<file path="src/hdl/register_write_log_encoder_unit_assert.svh">
// Assertion helpers for the register write log encoder.
`ifndef REGISTER_WRITE_LOG_ENCODER_UNIT_ASSERT_SVH
`define REGISTER_WRITE_LOG_ENCODER_UNIT_ASSERT_SVH

// Same-cycle implication, disabled during reset.
`define RWLE_ASSERT_IMPL(lbl, clk, rst, ante, cons, msg) \
   lbl: assert property (@(posedge clk) disable iff (rst) (ante) |-> (cons)) \
      else $error(msg);

// Next-cycle implication, disabled during reset.
`define RWLE_ASSERT_NEXT(lbl, clk, rst, ante, cons, msg) \
   lbl: assert property (@(posedge clk) disable iff (rst) (ante) |=> (cons)) \
      else $error(msg);

`endif

</file>
<file path="src/hdl/rwle_pkg.sv">
`timescale 1ns / 1ps

package rwle_pkg;

   // Sizing
   localparam int REG_COUNT   = 512;
   localparam int WAIT_CHUNK  = 65535;
   localparam int MAX_WAITS   = 63;
   localparam int ADDR_W      = 9;
   localparam int IDX_W       = $clog2(REG_COUNT);
   localparam int DELAY_LIMIT = MAX_WAITS * WAIT_CHUNK;
   localparam int PEND_W      = $clog2(DELAY_LIMIT + 1);
   localparam int CHUNK_W     = 16;

   // Input operations
   localparam logic [1:0] OP_WRITE  = 2'd0;
   localparam logic [1:0] OP_DELAY  = 2'd1;
   localparam logic [1:0] OP_FINISH = 2'd2;

   // Output opcodes
   localparam logic [7:0] CMD_PORT0 = 8'h5E;
   localparam logic [7:0] CMD_PORT1 = 8'h5F;
   localparam logic [7:0] CMD_WAIT  = 8'h61;
   localparam logic [7:0] CMD_END   = 8'h66;

   localparam logic [1:0] BYTES_LONG  = 2'd3;
   localparam logic [1:0] BYTES_SHORT = 2'd1;

   typedef struct packed {
      logic [1:0]        operation;
      logic [ADDR_W-1:0] reg_addr;
      logic [7:0]        reg_data;
      logic [31:0]       delay_samples;
   } req_type;

   typedef struct packed {
      logic [7:0]  command;
      logic [7:0]  arg_first;
      logic [7:0]  arg_second;
      logic [1:0]  byte_count;
      logic [31:0] total_samples;
      logic        last;
   } rsp_type;

   // Controller to datapath
   typedef struct packed {
      logic clear_wr;
      logic capture;
      logic mem_write;
      logic add_delay;
      logic start_flush;
      logic load_wait;
      logic load_final;
   } cmd_type;

   // Datapath to controller
   typedef struct packed {
      logic [1:0] op;
      logic       drop;
      logic       pend_nz;
      logic       last_chunk;
      logic       out_free;
      logic       clear_last;
   } sts_type;

endpackage

</file>
<file path="src/hdl/register_write_log_encoder_unit.sv">
// Register write log encoder: turns a trace of register writes and delays
// into VGM-style command beats.
// req channel (valid/ready): one item per beat - register write, add delay
// or finish. rsp channel (valid/ready): one command beat per result; last
// marks the final command caused by an item.
// Reset: the 512-entry shadow store is swept to zero, one entry per cycle,
// so req_ready stays low until the sweep ends after reset is released.
// Item flow: an item is taken in one cycle and decided in the next, when the
// shadow read returns. A write or finish with no pending delay puts its
// command in the output register once that register is free, and the
// block returns to idle for the next item. Delay items and dropped writes
// return to idle without a command. A flush puts one wait command per chunk
// (up to 63) and then the closing command in the output register.
// Stall: the output register holds one beat; while rsp_ready is low and it
// is full the engine waits, and no new item is taken until the current
// item's commands are all loaded.
`timescale 1ns / 1ps

module register_write_log_encoder_unit import rwle_pkg::*; (
   input  logic    clock,
   input  logic    reset,
   input  logic    req_valid,
   output logic    req_ready,
   input  req_type req_payload,
   output logic    rsp_valid,
   input  logic    rsp_ready,
   output rsp_type rsp_payload
);

`include "register_write_log_encoder_unit_assert.svh"

   cmd_type cmd;
   sts_type sts;

   rwle_ctrl u_ctrl (
      .clock     (clock),
      .reset     (reset),
      .req_valid (req_valid),
      .req_ready (req_ready),
      .sts       (sts),
      .cmd       (cmd)
   );

   rwle_dpath u_dpath (
      .clock       (clock),
      .reset       (reset),
      .cmd         (cmd),
      .sts         (sts),
      .req_payload (req_payload),
      .rsp_valid   (rsp_valid),
      .rsp_ready   (rsp_ready),
      .rsp_payload (rsp_payload)
   );

   // No item is taken while the shadow store is being cleared
   `RWLE_ASSERT_IMPL(a_no_accept_in_clear, clock, reset, cmd.clear_wr, !req_ready,
      "item accepted during clear sweep")

   // A command is only loaded into a free output register
   `RWLE_ASSERT_IMPL(a_load_when_free, clock, reset, cmd.load_wait || cmd.load_final,
      sts.out_free, "result loaded over an untaken beat")

   // A wait beat is never the last beat of an item
   `RWLE_ASSERT_IMPL(a_wait_not_last, clock, reset,
      rsp_valid && rsp_payload.command == CMD_WAIT, !rsp_payload.last,
      "wait command flagged as last")

   // Loading a wait always leaves the datapath with a valid beat next cycle
   `RWLE_ASSERT_NEXT(a_wait_shows, clock, reset, cmd.load_wait, rsp_valid,
      "loaded wait beat not presented")

endmodule

</file>
<file path="src/hdl/rwle_ctrl.sv">
`timescale 1ns / 1ps

module rwle_ctrl import rwle_pkg::*; (
   input  logic    clock,
   input  logic    reset,
   input  logic    req_valid,
   output logic    req_ready,
   input  sts_type sts,
   output cmd_type cmd
);

   localparam logic [2:0] S_CLEAR  = 3'd0;
   localparam logic [2:0] S_IDLE   = 3'd1;
   localparam logic [2:0] S_DECIDE = 3'd2;
   localparam logic [2:0] S_FLUSH  = 3'd3;
   localparam logic [2:0] S_EMIT   = 3'd4;

   logic [2:0] state_ff;
   logic [2:0] state_in;

   // Next state and commands
   always_comb begin
      state_in  = state_ff;
      req_ready = 1'b0;
      cmd       = '0;
      unique case (state_ff)
         S_CLEAR: begin
            cmd.clear_wr = 1'b1;
            if (sts.clear_last) begin
               state_in = S_IDLE;
            end
         end
         S_IDLE: begin
            req_ready = 1'b1;
            if (req_valid) begin
               cmd.capture = 1'b1;
               state_in    = S_DECIDE;
            end
         end
         S_DECIDE: begin
            if (sts.op == OP_DELAY) begin
               cmd.add_delay = 1'b1;
               state_in      = S_IDLE;
            end else if (sts.op == OP_WRITE && sts.drop) begin
               state_in = S_IDLE;
            end else if (sts.op == OP_WRITE || sts.op == OP_FINISH) begin
               if (sts.pend_nz) begin
                  cmd.start_flush = 1'b1;
                  cmd.mem_write   = (sts.op == OP_WRITE);
                  state_in        = S_FLUSH;
               end else if (sts.out_free) begin
                  cmd.load_final = 1'b1;
                  cmd.mem_write  = (sts.op == OP_WRITE);
                  state_in       = S_IDLE;
               end
            end else begin
               state_in = S_IDLE;
            end
         end
         S_FLUSH: begin
            if (sts.out_free) begin
               cmd.load_wait = 1'b1;
               if (sts.last_chunk) begin
                  state_in = S_EMIT;
               end
            end
         end
         S_EMIT: begin
            if (sts.out_free) begin
               cmd.load_final = 1'b1;
               state_in       = S_IDLE;
            end
         end
         default: begin
            state_in = S_CLEAR;
         end
      endcase
   end

   always_ff @(posedge clock) begin
      if (reset) begin
         state_ff <= S_CLEAR;
      end else begin
         state_ff <= state_in;
      end
   end

endmodule

</file>
<file path="src/hdl/rwle_dpath.sv">
`timescale 1ns / 1ps

module rwle_dpath import rwle_pkg::*; (
   input  logic    clock,
   input  logic    reset,
   input  cmd_type cmd,
   output sts_type sts,
   input  req_type req_payload,
   output logic    rsp_valid,
   input  logic    rsp_ready,
   output rsp_type rsp_payload
);

   logic [7:0]        shadow_mem [REG_COUNT];
   req_type           item_ff;
   logic [7:0]        rd_data_ff;
   logic [IDX_W-1:0]  clr_cnt_ff;
   logic [PEND_W-1:0] pend_ff;
   logic [PEND_W-1:0] pend_in;
   logic [31:0]       total_ff;
   logic [31:0]       total_in;
   rsp_type           rsp_ff;
   rsp_type           rsp_in;
   logic              rsp_valid_ff;

   logic               in_range;
   logic [IDX_W-1:0]   item_idx;
   logic [CHUNK_W-1:0] chunk;
   logic               out_free;

   assign item_idx = item_ff.reg_addr[IDX_W-1:0];
   assign in_range = {1'b0, item_ff.reg_addr} < (ADDR_W + 1)'(REG_COUNT);
   assign out_free = !rsp_valid_ff || rsp_ready;

   // Wait chunk: full chunk or remainder
   assign chunk = (pend_ff > PEND_W'(WAIT_CHUNK)) ? CHUNK_W'(WAIT_CHUNK)
                                                  : pend_ff[CHUNK_W-1:0];

   // Status to the controller
   always_comb begin
      sts.op         = item_ff.operation;
      sts.drop       = (item_ff.operation == OP_WRITE) && in_range &&
                       (rd_data_ff == item_ff.reg_data);
      sts.pend_nz    = (pend_ff != '0);
      sts.last_chunk = (pend_ff <= PEND_W'(WAIT_CHUNK));
      sts.out_free   = out_free;
      sts.clear_last = (clr_cnt_ff == IDX_W'(REG_COUNT - 1));
   end

   // Shadow store: clear sweep, update, registered read on capture
   always_ff @(posedge clock) begin
      if (cmd.clear_wr) begin
         shadow_mem[clr_cnt_ff] <= '0;
      end else if (cmd.mem_write && in_range) begin
         shadow_mem[item_idx] <= item_ff.reg_data;
      end
      if (cmd.capture) begin
         rd_data_ff <= shadow_mem[req_payload.reg_addr[IDX_W-1:0]];
      end
   end

   // Captured item
   always_ff @(posedge clock) begin
      if (cmd.capture) begin
         item_ff <= req_payload;
      end
   end

   // Pending delay and running total
   always_comb begin
      pend_in  = pend_ff;
      total_in = total_ff;
      if (cmd.add_delay) begin
         if (item_ff.delay_samples >= 32'(DELAY_LIMIT) - 32'(pend_ff)) begin
            pend_in = PEND_W'(DELAY_LIMIT);
         end else begin
            pend_in = pend_ff + item_ff.delay_samples[PEND_W-1:0];
         end
      end else if (cmd.load_wait) begin
         pend_in = pend_ff - PEND_W'(chunk);
      end
      if (cmd.start_flush) begin
         total_in = total_ff + 32'(pend_ff);
      end
   end

   always_ff @(posedge clock) begin
      if (reset) begin
         pend_ff    <= '0;
         total_ff   <= '0;
         clr_cnt_ff <= '0;
      end else begin
         pend_ff  <= pend_in;
         total_ff <= total_in;
         if (cmd.clear_wr) begin
            clr_cnt_ff <= clr_cnt_ff + IDX_W'(1);
         end
      end
   end

   // Result beat assembly
   always_comb begin
      rsp_in = rsp_ff;
      if (cmd.load_wait) begin
         rsp_in.command       = CMD_WAIT;
         rsp_in.arg_first     = chunk[7:0];
         rsp_in.arg_second    = chunk[15:8];
         rsp_in.byte_count    = BYTES_LONG;
         rsp_in.total_samples = '0;
         rsp_in.last          = 1'b0;
      end else if (cmd.load_final) begin
         rsp_in.last = 1'b1;
         if (item_ff.operation == OP_FINISH) begin
            rsp_in.command       = CMD_END;
            rsp_in.arg_first     = '0;
            rsp_in.arg_second    = '0;
            rsp_in.byte_count    = BYTES_SHORT;
            rsp_in.total_samples = total_ff;
         end else begin
            rsp_in.command       = item_ff.reg_addr[8] ? CMD_PORT1 : CMD_PORT0;
            rsp_in.arg_first     = item_ff.reg_addr[7:0];
            rsp_in.arg_second    = item_ff.reg_data;
            rsp_in.byte_count    = BYTES_LONG;
            rsp_in.total_samples = '0;
         end
      end
   end

   // Output register
   always_ff @(posedge clock) begin
      rsp_ff <= rsp_in;
   end

   always_ff @(posedge clock) begin
      if (reset) begin
         rsp_valid_ff <= 1'b0;
      end else if (cmd.load_wait || cmd.load_final) begin
         rsp_valid_ff <= 1'b1;
      end else if (rsp_ready) begin
         rsp_valid_ff <= 1'b0;
      end
   end

   assign rsp_valid   = rsp_valid_ff;
   assign rsp_payload = rsp_ff;

endmodule
</file>
<file path="config.mk">
export PLATFORM = sky130hd
export DESIGN_NAME = register_write_log_encoder_unit
export DESIGN_NICKNAME = d
export VERILOG_FILES = /design/src/hdl/rwle_pkg.sv /design/src/hdl/register_write_log_encoder_unit.sv /design/src/hdl/rwle_ctrl.sv /design/src/hdl/rwle_dpath.sv
export VERILOG_INCLUDE_DIRS = /design/src /design/src/hdl
export SDC_FILE = /design/constraint.sdc
export NUM_CORES = 2
export LEC_CHECK = 0
export BUFFER_PORTS_ARGS = -buffer_cell sky130_fd_sc_hd__buf_2
export CAP_MARGIN = 20
export CORE_UTILIZATION = 55
export CTS_BUF_LIST = sky130_fd_sc_hd__clkbuf_2 sky130_fd_sc_hd__clkbuf_4 sky130_fd_sc_hd__clkbuf_8
export CTS_CLUSTER_SIZE = 20
export DETAILED_ROUTE_END_ITERATION = 10
export PLACE_DENSITY = 0.71
export SYNTH_ARGS = -nofsm -noshare
export SYNTH_HDL_FRONTEND = slang
export SYNTH_SLANG_ARGS = --single-unit
</file>
<file path="constraint.sdc">
create_clock -name clock -period 11.85 [get_ports clock]
set_input_delay 0 -clock clock [delete_from_list [all_inputs] [get_ports clock]]
set_output_delay 0 -clock clock [all_outputs]
set_load 0.01 [all_outputs]
</file>
==> results_dict.tcl <==
set metrics [dict create \
    ys.flop_type "edfxtp_1" \
    cpMaxStageDelayCell "o41ai_2" \
    r2r-start "u_dpath.pend_ff[16]" \
    crit_fanout 47 \
    end_kind "register" \
    use_met2_pct 41.0 \
    critical_path_class "reg2reg" \
    holdPathEnd "u_dpath.item_ff[21]" \
    cts_tree "built" \
    clock_path_buffers 4 \
    p_leak_nw 58.7 \
    busiest_layer "met2" \
    rsz0062_at_grt "no" \
    cts_max_level 6 \
    initial_core_util_pct 55.4 \
    regArea_um2 127000 \
    netlist_area_um2 168000 \
    viasPerCell 6.47 \
    period_share_pct 50.2 \
    clock-sinks 4275 \
    post_cts_buffers 0 \
    hp-start "req_payload[21]" \
    clk_latency_ps 1220 \
    place_hpwl_mm 238 \
    via_count 85245 \
    p_per_area_nw_per_um2 158 \
    final_layout_size_suffix_gt1_share_pct 25.7 \
    synth_warnings 0 \
    synth-compound-area-share_pct 3.60 \
    crit_buf_inv 2 \
    skew_ps 61.8 \
    rows 202 \
    synth_fa_ha_area_share_pct 0.613 \
    drtIter0Drc 10034 \
    synth_cells 8161 \
    synth_edf_count 4171 \
    start_kind "register" \
    ctsResizeCount 0 \
    path_cells "or3_1 -> or4_1 -> buf_4 -> nor4_4 -> and2_1 -> nor3_2 -> buf_4 -> o41ai_2 -> nand2_1 -> nor2_1" \
    synth.distinct_cells 70 \
    first_pass_iters 9 \
    die_area_um2 307000 \
    fin_nets 8808 \
    slew_violations 0 \
    synth_top_family_by_area "multiplexers" \
    detail_route.wl_per_cell_um 30.7 \
    relSlewSlack_pct 19.5 \
    timing.fmax_mhz 168 \
    tightest_slew_ps 1190 \
    io_buffers 112 \
    post-route-min-period_ps 5950 \
    tns_ps 0 \
    hold_viol 0 \
    path_clk_slew_ps 60 \
    synthToLayoutAreaGrowth_pct 11.6 \
    cts-root-buf "clkbuf_8" \
    ant_nets 0 \
    synthXorXnorAreaFrac_pct 0.365 \
    core_area_um2 303000 \
    cpLargestDelayFamily "simple AND/OR/NAND/NOR gates" \
    async_flop_share_pct 0 \
    grt_max_degree 179 \
    grt_util_met1_pct 37.0 \
    yosys.area_share.simple_pct 2.78 \
    drc 0 \
    hp-class "in2reg" \
    reg2reg_to "u_dpath.shadow_mem[322][0]" \
    cp_slowest_stage_delay_ps 1000 \
    antenna_found_initial 17 \
    grt_pass1_vias 85393 \
    multi_input_comb_area_um2 38400 \
    grt_remaining_overflow 0 \
    vdd_drop_max_uv 116 \
    synth_mux_area_share_pct 15.4 \
    ioPinCount 116 \
    fill_cells 20222 \
    cp.required_ps 12660 \
    regToRegSetupSlack_ps 5900 \
    ys_seq_area_share_pct 75.9 \
    grt_pass1_wl_mm 588 \
    gr-usage-met3_pct 5.35 \
    place.gp.congestion 0.931 \
    fp.dieH_um 554 \
    cts_hold_buf 123 \
    grt_usage_pct 26.2 \
    final_util_pct 61.8 \
    ff2ff_path_depth 10 \
    max-cap-violations 0 \
    critPathMostFrequentCell "buf_4" \
    synth-seq-cells 4275 \
    setup_violations 0 \
    cp.arrival_ps 6760 \
    outcome "completed" \
    drt_wl_total_mm 405 \
    die_x_um 554 \
    cts_buffers 653 \
    syn_avg_cell_area_um2 20.6 \
    hold_path_depth 3 \
]
[per-layer routing]
layer	share of wire, %	wire, um
met1	39	159000
met2	48	193000
met3	9.7	39300
met4	3.3	13400
met5	0.012	47
[power breakdown]
| part | switching, mW | internal, mW | total (mW) |
|---|---|---|---|
| clock network | 5.76 | 6.54 | 12.3 |
| registers | 0.00518 | 16.3 | 16.4 |
| logic | 0.551 | 0.376 | 0.926 |
| total | 6.32 | 23.3 | 29.6 |
[worst reg2reg max path, delay by kind of cell, from the launching register on]
family | cells | cell delay, ps
AO/OA/AOI/OAI | 1 | 1030
buffers and inverters | 2 | 550
flip-flops | 1 | 420
AND/OR/NAND/NOR | 7 | 3560
[placed cells by master, fill, tap and decap left out, types with 74 or more instances in the layout]
cell type      count
o21ai_0          198
clkbuf_8         660
mux2i_1          273
nand2_1          139
mux4_2          1024
clkinv_2          74
edfxtp_1        4171
a22o_1            80
a21oi_1          125
buf_2            108
clkinv_1         152
nor2_1           618
buf_4            103
a221oi_1         180
clkbuf_4         203
dfxtp_1          104
ha_1              79
dlygate4sd3_1    123
[how the worst max path moves through the flow]
stage / from / to / depth (start not counted)
finish: u_dpath.pend_ff[16] / u_dpath.shadow_mem[322][0] / 10
floorplan: u_dpath.pend_ff[16] / u_dpath.shadow_mem[0][0] / 11
global route: u_dpath.pend_ff[16] / u_dpath.shadow_mem[134][6] / 11
global placement: u_dpath.pend_ff[16] / u_dpath.shadow_mem[350][5] / 10
detailed placement: u_dpath.pend_ff[16] / u_dpath.shadow_mem[142][6] / 11
CTS: u_dpath.pend_ff[16] / u_dpath.shadow_mem[134][6] / 11
[through the flow]
step / area, um2 / worst slack, ps / power (mW) / std cells / hold slack, ps
floorplan: 168000 / 1870 / 17.3 / 8162 / 98.9
finish: 187000 / 5900 / 29.6 / 13178 / 116
detailed placement: 173000 / 6060 / 17.6 / 11864 / 179
CTS: 187000 / 6050 / 29.7 / 13164 / 0.929
global route: 187000 / 5690 / 30.4 / 13176 / 82.6
global placement: 173000 / 6180 / 17.5 / 11860 / 179
[Yosys cell counts (11+ instances only)]
master     number  share of area, %
a211oi_1       13             0.058
dfxtp_1       104               1.2
a22oi_1        36              0.16
xor2_1         31              0.16
inv_1          21             0.047
ha_1           79              0.59
nand3b_1       11             0.049
clkbuf_1      226              0.51
nor2_1        620               1.4
nand4_1        11             0.041
a31oi_1        59              0.22
and2_1         19             0.071
a22o_1         80              0.42
or4_1          19             0.085
buf_1         108              0.24
nor2b_1        64              0.24
mux4_2       1024                14
nand2_1       153              0.34
mux2i_1       273               1.6
a2111oi_0      12             0.063
and3_1         11             0.041
xnor2_1        39              0.20
nor3_1         21             0.063
a221o_1        34              0.20
o21ai_0       198              0.59
nand3_1        49              0.15
a221oi_1      180              0.94
a21o_1         27              0.12
a41o_1         17              0.10
buf_2         169              0.50
a21oi_1       125              0.37
edfxtp_1     4171                75
nor4_1         16             0.060
nand2b_1       20             0.075
[cell type report]
class                           count  share of cell area, %
Timing Repair Buffer              367                   1.72
Clock inverter                    314                   1.37
Multi-Input combinational cell   3354                   20.5
Sequential cell                  4275                   68.0
Inverter                           21                 0.0421
Antenna cell                        6                0.00802
Tap cell                         3978                   2.66
Clock buffer                      863                   5.67
[sequential cells by signal (all words and copies together), names as in the netlist]
name	flops
u_dpath.rsp_payload	53
u_dpath.sts	2
u_dpath.rd_data_ff	8
u_ctrl.state_ff	3
u_dpath.rsp_valid	1
u_dpath.item_ff	40
u_dpath.shadow_mem	4096
u_dpath.item_idx	9
u_dpath.clr_cnt_ff	9
u_dpath.total_ff	32
u_dpath.pend_ff	22
[kinds of logic after synthesis]
group / count (synthesis)
XOR/XNOR: 70
flip-flops: 4275
adder cells (fa/ha/maj): 81
buffers and inverters: 533
AND/OR/NAND/NOR: 1052
other: 2
multiplexers: 1302
AO/OA/AOI/OAI: 846
No activity file was read; power rests on OpenSTA's default activity.
